$ cat src/rtl/core/ttm_pkg.sv
// Package holding the shared constants, codes and control structs of the TTM reply parser.
`default_nettype none

package ttm_pkg;

  localparam int BODY_DEPTH = 32;
  localparam int MAC_CHARS  = 12;
  localparam int ADDR_W     = $clog2(BODY_DEPTH);
  localparam int IDX_W      = 4;

  localparam logic [7:0] CH_T     = 8'h54;
  localparam logic [7:0] CH_M     = 8'h4D;
  localparam logic [7:0] CH_COLON = 8'h3A;
  localparam logic [7:0] CH_O     = 8'h4F;
  localparam logic [7:0] CH_K     = 8'h4B;
  localparam logic [7:0] CH_A     = 8'h41;
  localparam logic [7:0] CH_C     = 8'h43;
  localparam logic [7:0] CH_NUL   = 8'h00;

  localparam logic KIND_OK  = 1'b0;
  localparam logic KIND_MAC = 1'b1;

  typedef struct packed {
    logic cnt_clear;
    logic wr_en;
    logic idx_clear;
    logic idx_inc;
    logic load_ok;
    logic load_mac;
  } ttm_cmd_t;

  typedef struct packed {
    logic is_t;
    logic is_m;
    logic is_colon;
    logic is_nul;
    logic count_last;
    logic ok_match;
    logic mac_match;
    logic idx_last;
    logic out_free;
  } ttm_status_t;

endpackage

`default_nettype wire

$ cat src/rtl/core/ttm_in_if.sv
// Interface carrying one received byte word with its pass-through flag.
`default_nettype none

interface ttm_in_if;
  logic       valid;
  logic       ready;
  logic [7:0] rx_byte;
  logic       pass_through;

  modport source (output valid, output rx_byte, output pass_through, input ready);
  modport sink (input valid, input rx_byte, input pass_through, output ready);
endinterface

`default_nettype wire

$ cat src/rtl/core/ttm_out_if.sv
// Interface carrying one parser event word.
`default_nettype none

interface ttm_out_if;
  logic       valid;
  logic       ready;
  logic       event_kind;
  logic [7:0] mac_char;
  logic [3:0] char_index;
  logic       last_of_run;

  modport source (output valid, output event_kind, output mac_char, output char_index,
                  output last_of_run, input ready);
  modport sink (input valid, input event_kind, input mac_char, input char_index,
                input last_of_run, output ready);
endinterface

`default_nettype wire

$ cat src/rtl/core/ttm_ctrl.sv
// Controller state machine: prefix hunt, body gathering and MAC character sequencing.
`default_nettype none

module ttm_ctrl (
  input  wire logic                 clk,
  input  wire logic                 rst,
  input  wire logic                 in_valid,
  input  wire logic                 in_pass,
  output logic                      in_ready,
  input  wire ttm_pkg::ttm_status_t status,
  output ttm_pkg::ttm_cmd_t         cmd
);
  import ttm_pkg::*;

  typedef enum logic [2:0] {
    S_HUNT, S_T, S_TT, S_TTM, S_BODY, S_MRD, S_MWR
  } state_t;

  state_t state, state_next;
  logic   take;

  always_comb begin
    in_ready = ((state == S_HUNT) || (state == S_T) || (state == S_TT) ||
                (state == S_TTM) || (state == S_BODY)) && status.out_free;
    take       = in_valid && in_ready && !in_pass;
    cmd        = '0;
    state_next = state;
    case (state)
      S_HUNT: begin
        if (take && status.is_t) state_next = S_T;
      end
      S_T: begin
        if (take) state_next = status.is_t ? S_TT : S_HUNT;
      end
      S_TT: begin
        if (take) state_next = status.is_m ? S_TTM : S_HUNT;
      end
      S_TTM: begin
        if (take) begin
          cmd.cnt_clear = 1'b1;
          state_next    = status.is_colon ? S_BODY : S_HUNT;
        end
      end
      S_BODY: begin
        if (take) begin
          if (status.is_nul) begin
            cmd.cnt_clear = 1'b1;
            state_next    = S_HUNT;
            if (status.ok_match) begin
              cmd.load_ok = 1'b1;
            end else if (status.mac_match) begin
              cmd.idx_clear = 1'b1;
              state_next    = S_MRD;
            end
          end else begin
            cmd.wr_en = 1'b1;
            // A body that reaches the buffer depth is dropped.
            if (status.count_last) begin
              cmd.cnt_clear = 1'b1;
              state_next    = S_HUNT;
            end
          end
        end
      end
      S_MRD: begin
        state_next = S_MWR;
      end
      S_MWR: begin
        if (status.out_free) begin
          cmd.load_mac = 1'b1;
          if (status.idx_last) begin
            state_next = S_HUNT;
          end else begin
            cmd.idx_inc = 1'b1;
            state_next  = S_MRD;
          end
        end
      end
      default: begin
        state_next = S_HUNT;
      end
    endcase
  end

  always_ff @(posedge clk) begin
    if (rst) begin
      state <= S_HUNT;
    end else begin
      state <= state_next;
    end
  end

endmodule

`default_nettype wire

$ cat src/rtl/core/ttm_dpath.sv
// Datapath: body memory, byte count, header bytes, MAC index and output register.
`default_nettype none

module ttm_dpath (
  input  wire logic                 clk,
  input  wire logic                 rst,
  input  wire logic [7:0]           rx_byte,
  input  wire ttm_pkg::ttm_cmd_t    cmd,
  output ttm_pkg::ttm_status_t      status,
  input  wire logic                 out_ready,
  output logic                      out_valid,
  output logic                      out_kind,
  output logic [7:0]                out_char,
  output logic [ttm_pkg::IDX_W-1:0] out_index,
  output logic                      out_last
);
  import ttm_pkg::*;

  logic [7:0]        mem [BODY_DEPTH];
  logic [7:0]        rd_data;
  logic [ADDR_W-1:0] rd_addr;
  logic [ADDR_W-1:0] count;
  logic [7:0]        head0, head1, head2;
  logic [IDX_W-1:0]  idx;

  assign rd_addr = ADDR_W'(3) + ADDR_W'(idx);

  always_comb begin
    status.is_t       = (rx_byte == CH_T);
    status.is_m       = (rx_byte == CH_M);
    status.is_colon   = (rx_byte == CH_COLON);
    status.is_nul     = (rx_byte == CH_NUL);
    status.count_last = (count == ADDR_W'(BODY_DEPTH - 1));
    status.ok_match   = (count >= ADDR_W'(2)) && (head0 == CH_O) && (head1 == CH_K);
    status.mac_match  = (count >= ADDR_W'(MAC_CHARS + 3)) && (head0 == CH_M) &&
                        (head1 == CH_A) && (head2 == CH_C);
    status.idx_last   = (idx == IDX_W'(MAC_CHARS - 1));
    status.out_free   = !out_valid || out_ready;
  end

  always_ff @(posedge clk) begin
    if (cmd.wr_en) begin
      mem[count] <= rx_byte;
    end
    rd_data <= mem[rd_addr];
  end

  // The first three body bytes are kept aside so the reply type is known at the NUL.
  always_ff @(posedge clk) begin
    if (cmd.wr_en) begin
      if (count == ADDR_W'(0)) head0 <= rx_byte;
      if (count == ADDR_W'(1)) head1 <= rx_byte;
      if (count == ADDR_W'(2)) head2 <= rx_byte;
    end
    if (cmd.idx_clear) begin
      idx <= '0;
    end else if (cmd.idx_inc) begin
      idx <= idx + IDX_W'(1);
    end
    if (cmd.load_ok) begin
      out_kind  <= KIND_OK;
      out_char  <= '0;
      out_index <= '0;
      out_last  <= 1'b1;
    end else if (cmd.load_mac) begin
      out_kind  <= KIND_MAC;
      out_char  <= rd_data;
      out_index <= idx;
      out_last  <= status.idx_last;
    end
  end

  always_ff @(posedge clk) begin
    if (rst) begin
      count     <= '0;
      out_valid <= 1'b0;
    end else begin
      if (cmd.cnt_clear) begin
        count <= '0;
      end else if (cmd.wr_en) begin
        count <= count + ADDR_W'(1);
      end
      if (cmd.load_ok || cmd.load_mac) begin
        out_valid <= 1'b1;
      end else if (out_ready) begin
        out_valid <= 1'b0;
      end
    end
  end

endmodule

`default_nettype wire

$ cat src/rtl/core/ttm_response_parser.sv
// Top level of the TTM reply parser: controller, datapath and assertions.
`default_nettype none

// Takes one received byte word per cycle while hunting for "TTM:" and gathering the
// body, while no output word is pending; bytes with pass_through set are swallowed
// without effect. An "OK" body yields one event when its NUL is accepted. A "MAC"
// body yields twelve character words, each read from the body memory through a
// registered read port before it is loaded into the output register; no byte is
// accepted during that run. A pending output word blocks new input only until it is
// taken. Bodies of 32 bytes are dropped.
module ttm_response_parser (
  input  wire logic  clk,
  input  wire logic  rst,
  ttm_in_if.sink     in_ch,
  ttm_out_if.source  out_ch
);
  import ttm_pkg::*;

  ttm_cmd_t    cmd;
  ttm_status_t status;

  ttm_ctrl u_ctrl (
    .clk      (clk),
    .rst      (rst),
    .in_valid (in_ch.valid),
    .in_pass  (in_ch.pass_through),
    .in_ready (in_ch.ready),
    .status   (status),
    .cmd      (cmd)
  );

  ttm_dpath u_dpath (
    .clk       (clk),
    .rst       (rst),
    .rx_byte   (in_ch.rx_byte),
    .cmd       (cmd),
    .status    (status),
    .out_ready (out_ch.ready),
    .out_valid (out_ch.valid),
    .out_kind  (out_ch.event_kind),
    .out_char  (out_ch.mac_char),
    .out_index (out_ch.char_index),
    .out_last  (out_ch.last_of_run)
  );

  // No byte may be taken in the middle of a MAC character run.
  a_no_input_mid_run: assert property (@(posedge clk) disable iff (rst)
    (out_ch.valid && out_ch.ready && out_ch.event_kind == KIND_MAC && !out_ch.last_of_run)
    |-> !in_ch.ready)
    else $error("input accepted during MAC run");

  a_index_range: assert property (@(posedge clk) disable iff (rst)
    out_ch.valid |-> (out_ch.char_index <= IDX_W'(MAC_CHARS - 1)))
    else $error("MAC character index out of range");

  a_ok_shape: assert property (@(posedge clk) disable iff (rst)
    (out_ch.valid && out_ch.event_kind == KIND_OK) |->
    (out_ch.mac_char == 8'h00 && out_ch.char_index == '0 && out_ch.last_of_run))
    else $error("malformed OK event");

  a_last_has_top_index: assert property (@(posedge clk) disable iff (rst)
    (out_ch.valid && out_ch.event_kind == KIND_MAC && out_ch.last_of_run) |->
    (out_ch.char_index == IDX_W'(MAC_CHARS - 1)))
    else $error("MAC run ended at wrong index");

endmodule

`default_nettype wire
$ cat src/flat_wrapper.sv
// flat-port wrapper written by rule: the top's interface ports become plain ports
module ttm_response_parser_flat import ttm_pkg::*;
  (clk, rst, in_ch_valid, in_ch_rx_byte, in_ch_pass_through, in_ch_ready, out_ch_valid, out_ch_event_kind, out_ch_mac_char, out_ch_char_index, out_ch_last_of_run, out_ch_ready);
  ttm_in_if in_ch_i ();
  ttm_out_if out_ch_i ();
  input  wire logic clk;
  input  wire logic rst;
  input wire logic [$bits(in_ch_i.valid)-1:0] in_ch_valid;
  input wire logic [$bits(in_ch_i.rx_byte)-1:0] in_ch_rx_byte;
  input wire logic [$bits(in_ch_i.pass_through)-1:0] in_ch_pass_through;
  output wire logic [$bits(in_ch_i.ready)-1:0] in_ch_ready;
  output wire logic [$bits(out_ch_i.valid)-1:0] out_ch_valid;
  output wire logic [$bits(out_ch_i.event_kind)-1:0] out_ch_event_kind;
  output wire logic [$bits(out_ch_i.mac_char)-1:0] out_ch_mac_char;
  output wire logic [$bits(out_ch_i.char_index)-1:0] out_ch_char_index;
  output wire logic [$bits(out_ch_i.last_of_run)-1:0] out_ch_last_of_run;
  input wire logic [$bits(out_ch_i.ready)-1:0] out_ch_ready;
  assign in_ch_i.valid = in_ch_valid;
  assign in_ch_i.rx_byte = in_ch_rx_byte;
  assign in_ch_i.pass_through = in_ch_pass_through;
  assign in_ch_ready = in_ch_i.ready;
  assign out_ch_valid = out_ch_i.valid;
  assign out_ch_event_kind = out_ch_i.event_kind;
  assign out_ch_mac_char = out_ch_i.mac_char;
  assign out_ch_char_index = out_ch_i.char_index;
  assign out_ch_last_of_run = out_ch_i.last_of_run;
  assign out_ch_i.ready = out_ch_ready;
  ttm_response_parser u_core (.clk(clk), .rst(rst), .in_ch(in_ch_i), .out_ch(out_ch_i));
endmodule
$ cat config.mk
export PLATFORM = sky130hd
export DESIGN_NAME = ttm_response_parser_flat
export DESIGN_NICKNAME = d
export VERILOG_FILES = /design/src/rtl/core/ttm_pkg.sv /design/src/rtl/core/ttm_in_if.sv /design/src/rtl/core/ttm_out_if.sv /design/src/rtl/core/ttm_ctrl.sv /design/src/rtl/core/ttm_dpath.sv /design/src/rtl/core/ttm_response_parser.sv /design/src/flat_wrapper.sv
export SDC_FILE = /design/constraint.sdc
export NUM_CORES = 1
export LEC_CHECK = 0
export BUFFER_PORTS_ARGS = -buffer_cell sky130_fd_sc_hd__buf_4
export CELL_PAD_IN_SITES_DETAIL_PLACEMENT = 0
export CELL_PAD_IN_SITES_GLOBAL_PLACEMENT = 2
export CORE_MARGIN = 2
export CORE_UTILIZATION = 30
export DETAILED_ROUTE_END_ITERATION = 16
export GPL_ROUTABILITY_DRIVEN = 0
export PLACE_DENSITY_LB_ADDON = 0.1
export SLEW_MARGIN = 5
export SYNTH_ARGS = -nofsm -noshare
export SYNTH_HDL_FRONTEND = slang
export SYNTH_SLANG_ARGS = --single-unit
$ cat constraint.sdc
create_clock -name clk -period 2 [get_ports clk]
set_input_delay 0.4 -clock clk [delete_from_list [all_inputs] [get_ports clk]]
set_output_delay 0.4 -clock clk [all_outputs]
set_load 0.1 [all_outputs]
Word level (Yosys, flattened, before mapping)

Memories as Yosys holds them, arrays and structs flattened. A register that Yosys moved wholly into a read port is not among the register bits.
Cells that the tools add are included.

Bits in writable memories: 256
Flip-flop bits (word level): 51
Bits of input ports: 13
Output and inout bits: 16
Memories kept: 1
Word-level logic and storage cells: 106

Memory list:

| memory             | words | bits a word | rd ports | clocked after memory_dff | write ports | RTL line        | text |
|---|---|---|---|---|---|---|---|
| u_core.u_dpath.mem | 32    | 8           | 1        | 1                        | 1           | ttm_dpath.sv:19 | `logic [7:0] mem [BODY_DEPTH];` |

Mux-type cells: 38
$lt $le $gt $ge: 2
Reduce and logical (&&, ||, !) cells: 26
Equal/unequal tests: 25
$add $sub $neg: 3

Operators by type and width:

| cell                                                 | number |
|---|---|
| == test 8 x 7 -> 1 bit (second input constant)       | 7 |
| 2-to-1 mux 3 bit                                     | 13 |
| one-hot mux 3 bit (7 select lines)                   | 1 |
| 2-to-1 mux 1 bit                                     | 20 |
| inequality test 2 bit (second input constant)        | 5 |
| == test 3 bit (second input constant)                | 3 |
| logical AND 1 bit                                    | 9 |
| == test 8 x 6 -> 1 bit (second input constant)       | 1 |
| zero test 8 bit                                      | 1 |
| AND reduction 7 bit                                  | 1 |
| == test 3 x 2 -> 1 bit (second input constant)       | 2 |
| logical OR 1 bit                                     | 6 |
| 2-to-1 mux 2 bit                                     | 3 |
| AND reduction 2 bit                                  | 3 |
| adder 2 x 4 -> 5 bit (first input constant)          | 1 |
| adder 5 x 1 -> 5 bit (second input constant)         | 1 |
| == test 5 x 1 -> 1 bit (second input constant)       | 1 |
| == test 5 x 2 -> 1 bit (second input constant)       | 1 |
| == test 5 bit (second input constant)                | 1 |
| >= comparator 5 x 2 -> 1 bit (second input constant) | 1 |
| >= comparator 5 x 4 -> 1 bit (second input constant) | 1 |
| zero test 5 bit                                      | 1 |
| adder 4 x 1 -> 4 bit (second input constant)         | 1 |
| == test 4 bit (second input constant)                | 1 |
| other kinds (8)                                      | 9 |

Logic depth before layout (Yosys ltp)

Gate-level depths: netlist of the first run.

Word-level depth: 12
Mapped depth: 9
Gate-level depth less buffers: 7

Hierarchy

A second synthesis of the first run with hierarchy kept.

Cells, all modules: 631
Area, all modules: 10616.4 sq um

Modules (own cells, without submodules):

| module    | cells each | area an instance (sq um) | sequential area each (sq um) | times used |
|---|---|---|---|---|
| ttm_dpath | 575        | 10224.8                  | 7607.3                       | 1 |
| ttm_ctrl  | 56         | 391.6                    | 60.1                         | 1 |

Worst setup path after synthesis of the first run

No wires, ideal clock.

Path kind: register to output
Start: reg u_core.u_dpath.out_valid
End: out in_ch_ready
Arrival time: 2.422 ns
Buffers on the path: 0
Cell stages (with the launch flop): 3
Data required time: 1.600 ns
Setup slack: -0.822 ns
Cells stage by stage: dfxtp_1 nor2b_1 a21oi_1

Longest elaborated chain between the ends: 3

RTL lines:

| item                   | RTL line           | text |
|---|---|---|
| from (decl)            | ttm_dpath.sv:11    | `output logic out_valid,` |
| from (signal assigned) | ttm_dpath.sv:76    | `out_valid <= 1'b0;` |
| from (signal assigned) | ttm_dpath.sv:84    | `out_valid <= 1'b1;` |
| from (signal assigned) | ttm_dpath.sv:86    | `out_valid <= 1'b0;` |
| zero test 1 bit        | ttm_dpath.sv:38    | `status.out_free = !out_valid \|\| out_ready;` |
| logical OR 1 bit       | ttm_dpath.sv:38    |  |
| logical AND 1 bit      | ttm_ctrl.sv:24     | `(state == S_TTM) \|\| (state == S_BODY)) && status.out_free;` |
| to (decl)              | flat_wrapper.sv:11 | `output wire logic [$bits(in_ch_i.ready)-1:0] in_ch_ready;` |

No other way between the ends.

Worst setup path after layout of the first run

Start: reg u_core.u_dpath.idx[0]
End: reg u_core.u_dpath.rd_data[7], read port of u_core.u_dpath.mem

Longest elaborated chain between the ends: 1

RTL lines:

| item                                | RTL line        | text |
|---|---|---|
| from (decl)                         | ttm_dpath.sv:24 | `logic [IDX_W-1:0] idx;` |
| from (signal assigned)              | ttm_dpath.sv:58 | `idx <= idx + IDX_W'(1);` |
| adder 2 x 4 -> 5 bit                | ttm_dpath.sv:26 | `assign rd_addr = ADDR_W'(3) + ADDR_W'(idx);` |
| named net u_core.u_dpath.rd_addr[0] | ttm_dpath.sv:21 | `logic [ADDR_W-1:0] rd_addr;` |
| to (decl)                           | ttm_dpath.sv:20 | `logic [7:0] rd_data;` |

The timed path passes the listed nets, and every way through them passes these cells.
A chain may end at the register's enable or synchronous reset.

==> flow_summary.json, run 1 <==
{
  "worst_r2r_startpoint": "u_core.u_dpath.idx[0]",
  "peakVddDrop_v": 0.0005182,
  "hold_ws_ns": 0.1136,
  "clock_latency_ns": 0.53,
  "hp-start": "rst",
  "cap_violations": 0,
  "end_kind": "flip-flop",
  "r2r_slack_ns": 0.009,
  "antenna_found_initial": 0,
  "cp.required_ns": 2.41,
  "cp_slowest_cell": "dfxtp_4",
  "first_iter_violations": 377,
  "routed_wl_um": 24810,
  "yosysSeqAreaShare": 0.7196,
  "synthCells": 560,
  "synth-edff-count": 200,
  "fin_worst_skew_ns": 0.009998,
  "start_kind": "flip-flop",
  "yosys.area_share.xor_xnor": 0.006578,
  "ant_nets": 0,
  "cts.sinks": 235,
  "hpwl_um": 16150,
  "grt-ovfl-total": 0,
  "fp.dieH_um": 180.3,
  "rsz0062_at_grt": "true",
  "root_buffer": "clkbuf_16",
  "yosys.area.top_type_share": 0.6444,
  "r2r_cells": 8,
  "wl_per_cell_um": 22.11,
  "dr.pass1.iters": 4,
  "die_area_mm2": 0.03249,
  "status": "finished, final reports clean",
  "crit_type": "flip-flop to flip-flop",
  "whs_endpoint": "u_core.u_dpath.out_valid",
  "yosys.area_share.simple": 0.09035,
  "synth_seq_cells": 235,
  "synth_area_mm2": 0.009320,
  "cp_cell_sequence": "inv_4 > ha_4 > buf_8 > buf_12 > mux4_2 > nand2_2 > a21oi_2 > or3_1",
  "ys.flop_type": "edfxtp_1",
  "p_leak_uw": 0.004363,
  "synth_top_family_by_area": "multiplexers",
  "nNetsFinal": 726,
  "synthMuxAreaShare": 0.1215,
  "ys_top_cells_by_area": "edfxtp_1, mux4_2, dfxtp_1, mux2i_1, nor2_1",
  "port_buffers": 28,
  "core_mm2": 0.03059,
  "hold_violations": 0,
  "whs_path_depth": 2,
  "diodes": 0,
  "cp.arrival_ns": 2.40,
  "syn-num-nets": 581,
  "start_util": 0.3047,
  "vias_per_cell": 4.806,
  "fmax_ghz": 0.5022,
  "layout_common_cells": "edfxtp_1, buf_4, mux4_2, nor2_1, dfxtp_1",
  "synth_cell_types": 54,
  "layout_commonest_cell": "edfxtp_1",
  "rows": 64,
  "fin_crit_sh": 0.9955,
  "cts.clk_slew.worst_paths_ns": 0.06,
  "path_max_fanout": 5,
  "worst_pin_slew_ns": 0.5026,
  "avgSynthCellArea_um2": 16.64,
  "grt_pass1_vias": 5691,
  "route.detailed.drc": 0,
  "cts_made_buffers": 27,
  "area_delta_synth_final_pct": 34.81,
  "setup_viol": 0,
  "cts_tree": "yes",
  "period_minus_slack_ns": 1.991,
  "p_per_area_mw_per_mm2": 823.9,
  "instances_no_fill": 1122,
  "hp-class": "primary input to flip-flop",
  "power.total_uw": 10350,
  "synth_compound_area_frac": 0.03544,
  "yosys.area_share.adder": 0.01074,
  "die_w_um": 180.3,
  "final_max_slew_viol_count": 0,
  "cts_max_path_buffers": 3,
  "grt_usage": 0.1559,
  "grt_start_max_net_pins": 29,
  "dp.cells": 1032,
  "critical_path_buf_inv_count": 3,
  "reg2reg_to": "u_core.u_dpath.rd_data[7]",
  "h-tree-depth": 1,
  "num_vias": 5392,
  "cp_top_family": "simple AND/OR/NAND/NOR gates",
  "layout-drive-gt1-share": 0.4394,
  "synth_top_cell_by_area": "edfxtp_1",
  "utilization": 0.4107,
  "grt_first_pass_wirelength_um": 37460,
  "ys_warn_count": 0,
  "async_reset_ff_frac": 0,
  "slew_headroom": 0.6625,
  "cpPeakStageDelay_ns": 0.38,
  "io_pins": 29
}
flip-flops by register name, summed over array words and instances, names as in the netlist, 5 cells and up:
| signal | count |
|---|---|
| u_core.u_dpath.mem | 176 |
| u_core.u_dpath.head0 | 8 |
| u_core.u_dpath.head1 | 8 |
| u_core.u_dpath.head2 | 8 |
| u_core.u_dpath.out_char | 8 |
| u_core.u_dpath.rd_data | 8 |
| u_core.u_dpath.count | 5 |
routing by layer:
layer	track usage	part of all wire
met1	0.2125	0.44
met2	0.2647	0.50
met3	0.02183	0.041
met4	0.03613	0.020
met5	0	0
metrics by stage:
stage	area, µm²	TNS, ns	setup WS (ns)
2_1_floorplan	9517	-1.176	-0.09777
3_3_place_gp	10710	-35.78	-0.4895
3_5_place_dp	10710	-38.10	-0.4783
4_1_cts	12400	-0.03165	-0.01053
5_1_grt	12560	-1.294	-0.06836
6_report	12560	0	0.008956
where the power goes:
part / leakage, µW / switching [µW] / internal [µW]
clock network: 0.000444 / 1920 / 2970
logic: 0.00184 / 112 / 41.1
registers: 0.00208 / 0.0234 / 5300
total: 0.00436 / 2040 / 8320
synth_stat cells (2+ instances only):
| cell | count |
|---|---|
| dfxtp_1 | 35 |
| o21ai_0 | 11 |
| mux4_2 | 40 |
| nand4_1 | 4 |
| nor3b_1 | 3 |
| xor2_1 | 3 |
| or3_1 | 11 |
| edfxtp_1 | 200 |
| o22ai_1 | 2 |
| buf_4 | 4 |
| nand3_1 | 19 |
| nor2b_1 | 4 |
| a32o_1 | 3 |
| a31oi_1 | 2 |
| o21a_1 | 2 |
| nand2_1 | 41 |
| a21oi_1 | 20 |
| mux2i_1 | 22 |
| buf_2 | 10 |
| nand2b_1 | 3 |
| nand3b_1 | 3 |
| buf_1 | 2 |
| inv_1 | 8 |
| nor2_1 | 55 |
| clkbuf_1 | 8 |
| nor4_4 | 2 |
| nor4b_1 | 3 |
| and3_1 | 2 |
| xnor2_1 | 4 |
| ha_1 | 8 |
| nor3_1 | 3 |
worst max path at each step:
| stage | from | endpoint | slack (ns) | depth (start not counted) |
|---|---|---|---|---|
| floorplan | u_core.u_ctrl.state[0] | in_ch_ready | -0.1 | 3 |
| global placement | in_ch_rx_byte[1] | u_core.u_dpath.idx[0] | -0.49 | 7 |
| detailed placement | in_ch_rx_byte[1] | u_core.u_dpath.idx[3] | -0.48 | 7 |
| CTS | u_core.u_ctrl.state[1] | in_ch_ready | -0.01 | 4 |
| global route | u_core.u_ctrl.state[1] | u_core.u_dpath.mem[25][3] | -0.07 | 7 |
| finish | u_core.u_dpath.idx[0] | u_core.u_dpath.rd_data[7] | 0.009 | 8 |
cell type report:
type,instances,area [µm²]
fillers,2777,18020
flip-flops and latches,235,6718
multi-input cells,293,2918
repair buffers,140,1513
clock buffers,28,679.4
well taps,396,495.5
clock inverters,22,209.0
inverters,8,32.53
repair_timing:
action,4_1_cts,5_1_grt
gates resized for setup,77,30
setup endpoints to repair,220,198
pin swaps,30,19
setup buffers,30,6
cloned,5,0
hold buffers,0,0
kinds of logic (layout without fill, tap and decap cells):
group	after synthesis	after routing
and+or+nand+nor	165	165
DFF	235	235
AOI/OAI and AO/OA	50	50
xor gates and xnor gates	7	7
muxes	63	63
adders and majority gates	8	8
buffers and inverters	32	198
No activity file was read; power rests on OpenSTA's default activity.
==> run 2, diff against run 1 <==
--- a/config.mk
+++ b/config.mk
@@ -5,12 +5,13 @@
 export SDC_FILE = /design/constraint.sdc
 export NUM_CORES = 1
 export LEC_CHECK = 0
-export BUFFER_PORTS_ARGS = -buffer_cell sky130_fd_sc_hd__buf_4
 export CELL_PAD_IN_SITES_DETAIL_PLACEMENT = 0
 export CELL_PAD_IN_SITES_GLOBAL_PLACEMENT = 2
 export CORE_MARGIN = 2
 export CORE_UTILIZATION = 30
+export CTS_CLUSTER_DIAMETER = 120
 export DETAILED_ROUTE_END_ITERATION = 16
+export DONT_BUFFER_PORTS = 1
 export GPL_ROUTABILITY_DRIVEN = 0
 export PLACE_DENSITY_LB_ADDON = 0.1
 export SLEW_MARGIN = 5
==> flow_summary.json, run 2 (same netlist as run 1, synthesis figures left out) <==
{
  "power_frac_seq": 0.525,
  "clock_latency_ns": 0.54,
  "peakVddDrop_v": 0.0006326,
  "first_iter_violations": 528,
  "dr.pass1.iters": 4,
  "p_leak_uw": 0.004074,
  "whs_endpoint": "u_core.u_ctrl.state[2]",
  "num_vias": 5227,
  "largest_reg_flops": 176,
  "cts_tree": "yes",
  "p_per_area_mw_per_mm2": 836.8,
  "r2r_slack_ns": 0.03,
  "period_minus_slack_ns": 1.966,
  "nNetsFinal": 683,
  "top_register": "u_core.u_dpath.mem",
  "end_kind": "flip-flop",
  "clkPwrFrac": 0.463,
  "port_buffers": 0,
  "h-tree-depth": 1,
  "grt_first_pass_wirelength_um": 37080,
  "internal_power_uw": 8099,
  "switching_power_uw": 2017,
  "crit_type": "flip-flop to flip-flop",
  "fmax_ghz": 0.5087,
  "dp_slack_ns": -0.1381,
  "root_buffer": "clkbuf_16",
  "whs_path_depth": 2,
  "combPwrFrac": 0.013,
  "die_area_mm2": 0.03249,
  "fin_crit_sh": 0.9828,
  "die_w_um": 180.3,
  "grt_start_max_net_pins": 26,
  "path_max_fanout": 13,
  "rows": 64,
  "start_kind": "flip-flop",
  "cts_max_path_buffers": 3,
  "wl_per_cell_um": 23.35,
  "rsz0062_at_grt": "true",
  "r2r_cells": 7,
  "cts.sinks": 235,
  "grt_pass1_vias": 5433,
  "hp-start": "rst",
  "layout-drive-gt1-share": 0.3289,
  "cts.clk_slew.worst_paths_ns": 0.06,
  "hpwl_um": 15430,
  "fin_worst_skew_ns": 0.01379,
  "start_util": 0.3047,
  "routed_wl_um": 25250,
  "cap_violations": 0,
  "cp.required_ns": 2.41,
  "setup_viol": 0,
  "layout_commonest_cell": "edfxtp_1",
  "cts_made_buffers": 28,
  "fin_setup_tns_ns": 0,
  "ant_nets": 0,
  "hp-class": "primary input to flip-flop",
  "slew_headroom": 0.2562,
  "final_max_slew_viol_count": 0,
  "p_sw_frac": 0.1994,
  "worst_pin_slew_ns": 1.112,
  "antenna_found_initial": 0,
  "layout_common_cells": "edfxtp_1, buf_4, mux4_2, nand2_1",
  "cp.arrival_ns": 2.38,
  "fp.dieH_um": 180.3,
  "core_mm2": 0.03059,
  "fin_ws_ns": 0.03438,
  "power.total_uw": 10120,
  "status": "finished, final reports clean",
  "area_delta_synth_final_pct": 29.69,
  "reg2reg_to": "u_core.u_dpath.rd_data[5]",
  "utilization": 0.3952,
  "vias_per_cell": 4.835,
  "route.detailed.drc": 0,
  "hold_violations": 0,
  "grt-ovfl-total": 0,
  "grt_usage": 0.1556,
  "worst_r2r_startpoint": "u_core.u_dpath.idx[0]",
  "io_pins": 29
}
[run 2: cell type report]
cell class / count / area (µm²)
fillers: 2847 / 18500
flip-flops and latches: 235 / 6716
multi-input cells: 293 / 2740
repair buffers: 96 / 1251
clock buffers: 35 / 748.2
well taps: 396 / 495.5
clock inverters: 17 / 103.9
inverters: 8 / 30.03
diodes: 1 / 2.502
[run 2: per-layer routing]
| layer | share of wire | track usage |
|---|---|---|
| met1 | 0.46 | 0.2171 |
| met2 | 0.49 | 0.2585 |
| met3 | 0.038 | 0.02304 |
| met4 | 0.013 | 0.03387 |
| met5 | 0 | 0 |
[run 2: how the worst max path moves through the flow]
stage / slack (ns) / from / endpoint / cells past startpoint
2_1_floorplan: -0.1 / u_core.u_ctrl.state[0] / in_ch_ready / 3
3_3_place_gp: -0.14 / u_core.u_dpath.idx[1] / u_core.u_dpath.rd_data[5] / 7
3_5_place_dp: -0.14 / u_core.u_dpath.idx[1] / u_core.u_dpath.rd_data[2] / 7
4_1_cts: 0.002 / u_core.u_dpath.idx[0] / u_core.u_dpath.rd_data[2] / 7
5_1_grt: -0.03 / u_core.u_dpath.idx[0] / u_core.u_dpath.rd_data[5] / 6
6_report: 0.03 / u_core.u_dpath.idx[0] / u_core.u_dpath.rd_data[5] / 7
[run 2: critical path, cell delays in order (launching register included)]
cell and delay (ns):
dfxtp_4 0.36, inv_2 0.05, ha_4 0.33, buf_12 0.16, mux4_2 0.36, nand2_1 0.12, a21oi_2 0.08, or3_1 0.36
[run 2: power by group through the flow]
stage	logic [µW]	registers, µW	clock network, µW
6_report	127	5310	4680
2_1_floorplan	13.3	5410	0
5_1_grt	138	5300	5020
3_3_place_gp	18.3	5410	0
3_5_place_dp	18.0	5410	0
4_1_cts	132	5310	4840
[run 2: metrics by stage]
step,hold slack (ns),instances,cell area (µm²)
after floorplan,0.4403,560,9517
after global placement,0.4556,999,10610
after detailed placement,0.4666,999,10610
after CTS,0.08004,1078,11940
after global routing,0.1087,1080,12090
final,0.1121,1081,12090
[run 2: what timing repair did]
item                                    4_1_cts  5_1_grt
buffers inserted                             16        2
cloned                                        2        0
pin swaps                                    13        5
hold buffers                                  9        0
hold endpoints to repair                    201        0
gates resized for setup                      10       29
endpoints found under the setup margin       99      172
==> run 3, diff against run 2 <==
==> constraint.sdc (replaced) <==
create_clock -name clk -period 2 [get_ports clk]
set_input_delay 0.4 -clock clk [delete_from_list [all_inputs] [get_ports clk]]
set_output_delay 0.4 -clock clk [all_outputs]
set_load 0.01 [all_outputs]
==> flow_summary.json, run 3 (same netlist as run 1, synthesis figures left out) <==
{
  "status": "finished, final reports clean",
  "register_area_mm2": 0.006709,
  "diodes": 0,
  "vias_per_cell": 4.812,
  "first_iter_violations": 392,
  "area_delta_synth_final_pct": 26.75,
  "grt-ovfl-total": 0,
  "cap_violations": 0,
  "fmax_ghz": 0.5100,
  "cp.required_ns": 2.40,
  "path_max_fanout": 15,
  "period_minus_slack_ns": 1.961,
  "final_max_slew_viol_count": 0,
  "largest_reg_flops": 176,
  "grt_first_pass_wirelength_um": 36600,
  "routed_wl_um": 24300,
  "n_fill_cell": 2839,
  "p_leak_uw": 0.003941,
  "start_util": 0.3047,
  "root_buffer": "clkbuf_16",
  "core_mm2": 0.03059,
  "hp-class": "primary input to flip-flop",
  "start_kind": "flip-flop",
  "layout-drive-gt1-share": 0.3038,
  "rows": 64,
  "hold_violations": 0,
  "cts_made_buffers": 27,
  "fin_area_mm2": 0.01181,
  "end_kind": "flip-flop",
  "cp.arrival_ns": 2.36,
  "multi_input_area_mm2": 0.002694,
  "fin_worst_skew_ns": 0.01209,
  "h-tree-depth": 1,
  "antenna_found_initial": 1,
  "rsz0062_at_grt": "true",
  "utilization": 0.3862,
  "worst_pin_slew_ns": 1.053,
  "peakVddDrop_v": 0.0005797,
  "cts_max_path_buffers": 3,
  "cts.sinks": 235,
  "route.detailed.drc": 0,
  "clock_latency_ns": 0.53,
  "cts_tree": "yes",
  "die_area_mm2": 0.03249,
  "dr.pass1.iters": 4,
  "ant_nets": 0,
  "nNetsFinal": 667,
  "hpwl_um": 15020,
  "grt_pass1_vias": 5458,
  "num_vias": 5106,
  "crit_type": "flip-flop to flip-flop",
  "grt_usage": 0.1520,
  "slew_headroom": 0.2954,
  "die_w_um": 180.3,
  "cts.clk_slew.worst_paths_ns": 0.06,
  "port_buffers": 0,
  "wl_per_cell_um": 22.90,
  "layout_common_cells": "edfxtp_1, mux4_2, nand2_1, buf_12, buf_4",
  "top_register": "u_core.u_dpath.mem",
  "io_pins": 29,
  "p_per_area_mw_per_mm2": 839.4,
  "fp.dieH_um": 180.3,
  "fin_crit_sh": 0.9803,
  "grt_start_max_net_pins": 26,
  "setup_viol": 0,
  "place_area_mm2": 0.01052,
  "layout_commonest_cell": "edfxtp_1"
}
[run 3: worst max-delay path: stages, from the launching register on]
cell and delay [ns]:
dfxtp_2 0.34, inv_1 0.08, ha_4 0.32, buf_12 0.17, buf_4 0.12, mux4_2 0.28
nand2_1 0.08, a21oi_1 0.05, or3_1 0.39
[run 3: timing repair]
item / CTS / global route
pin swaps: 5 / 5
hold buffers: 9 / 0
hold endpoints to repair: 201 / 0
gates resized for setup: 13 / 15
setup buffers: 10 / 6
setup endpoints to repair: 43 / 175
[run 3: stage by stage]
step                      hold WS, ns  TNS, ns  power, µW  std cells  setup slack (ns)
after floorplan                0.4403   -6.282       5425        560          -0.04966
after global placement         0.4540  -0.8045       5429        988           -0.1752
after detailed placement       0.4636  -0.7851       5429        988           -0.1961
after CTS                     0.08076        0      10050       1055          0.002493
after global routing           0.1085  -0.2552      10270       1061          -0.03439
final                          0.1037        0       9917       1061           0.03939
[run 3: power by group]
part / internal (µW) / switching (µW)
Combinational: 34.3 / 82.7
Sequential: 5310 / 0.0226
Clock: 2610 / 1880
[run 3: metal layers]
metal,share of wire,up-vias,global-route usage
met3,0.035,26,0.02344
met2,0.51,88,0.2669
met4,0.016,0,0.03000
met5,0,-,0
li1,-,2348,-
met1,0.44,2644,0.2003
[run 3: worst paths after layout]
check	start	end	slack, ns	cells past startpoint
hold / removal	rst	u_core.u_ctrl.state[2]	0.10	2
hold reg to reg	u_core.u_dpath.rd_data[1]	u_core.u_dpath.out_char[1]	0.48	2
setup reg to reg	u_core.u_dpath.idx[0]	u_core.u_dpath.rd_data[7]	0.04	8
setup / recovery	u_core.u_dpath.idx[0]	u_core.u_dpath.rd_data[7]	0.04	8
[run 3: layout make-up]
| cell class | count | area share |
|---|---|---|
| Clock inverter | 11 | 0.007202 |
| Inverter | 8 | 0.002542 |
| Clock buffer | 37 | 0.06037 |
| Multi-Input combinational cell | 293 | 0.2280 |
| Sequential cell | 235 | 0.5679 |
| Tap cell | 396 | 0.04194 |
| Timing Repair Buffer | 81 | 0.09204 |
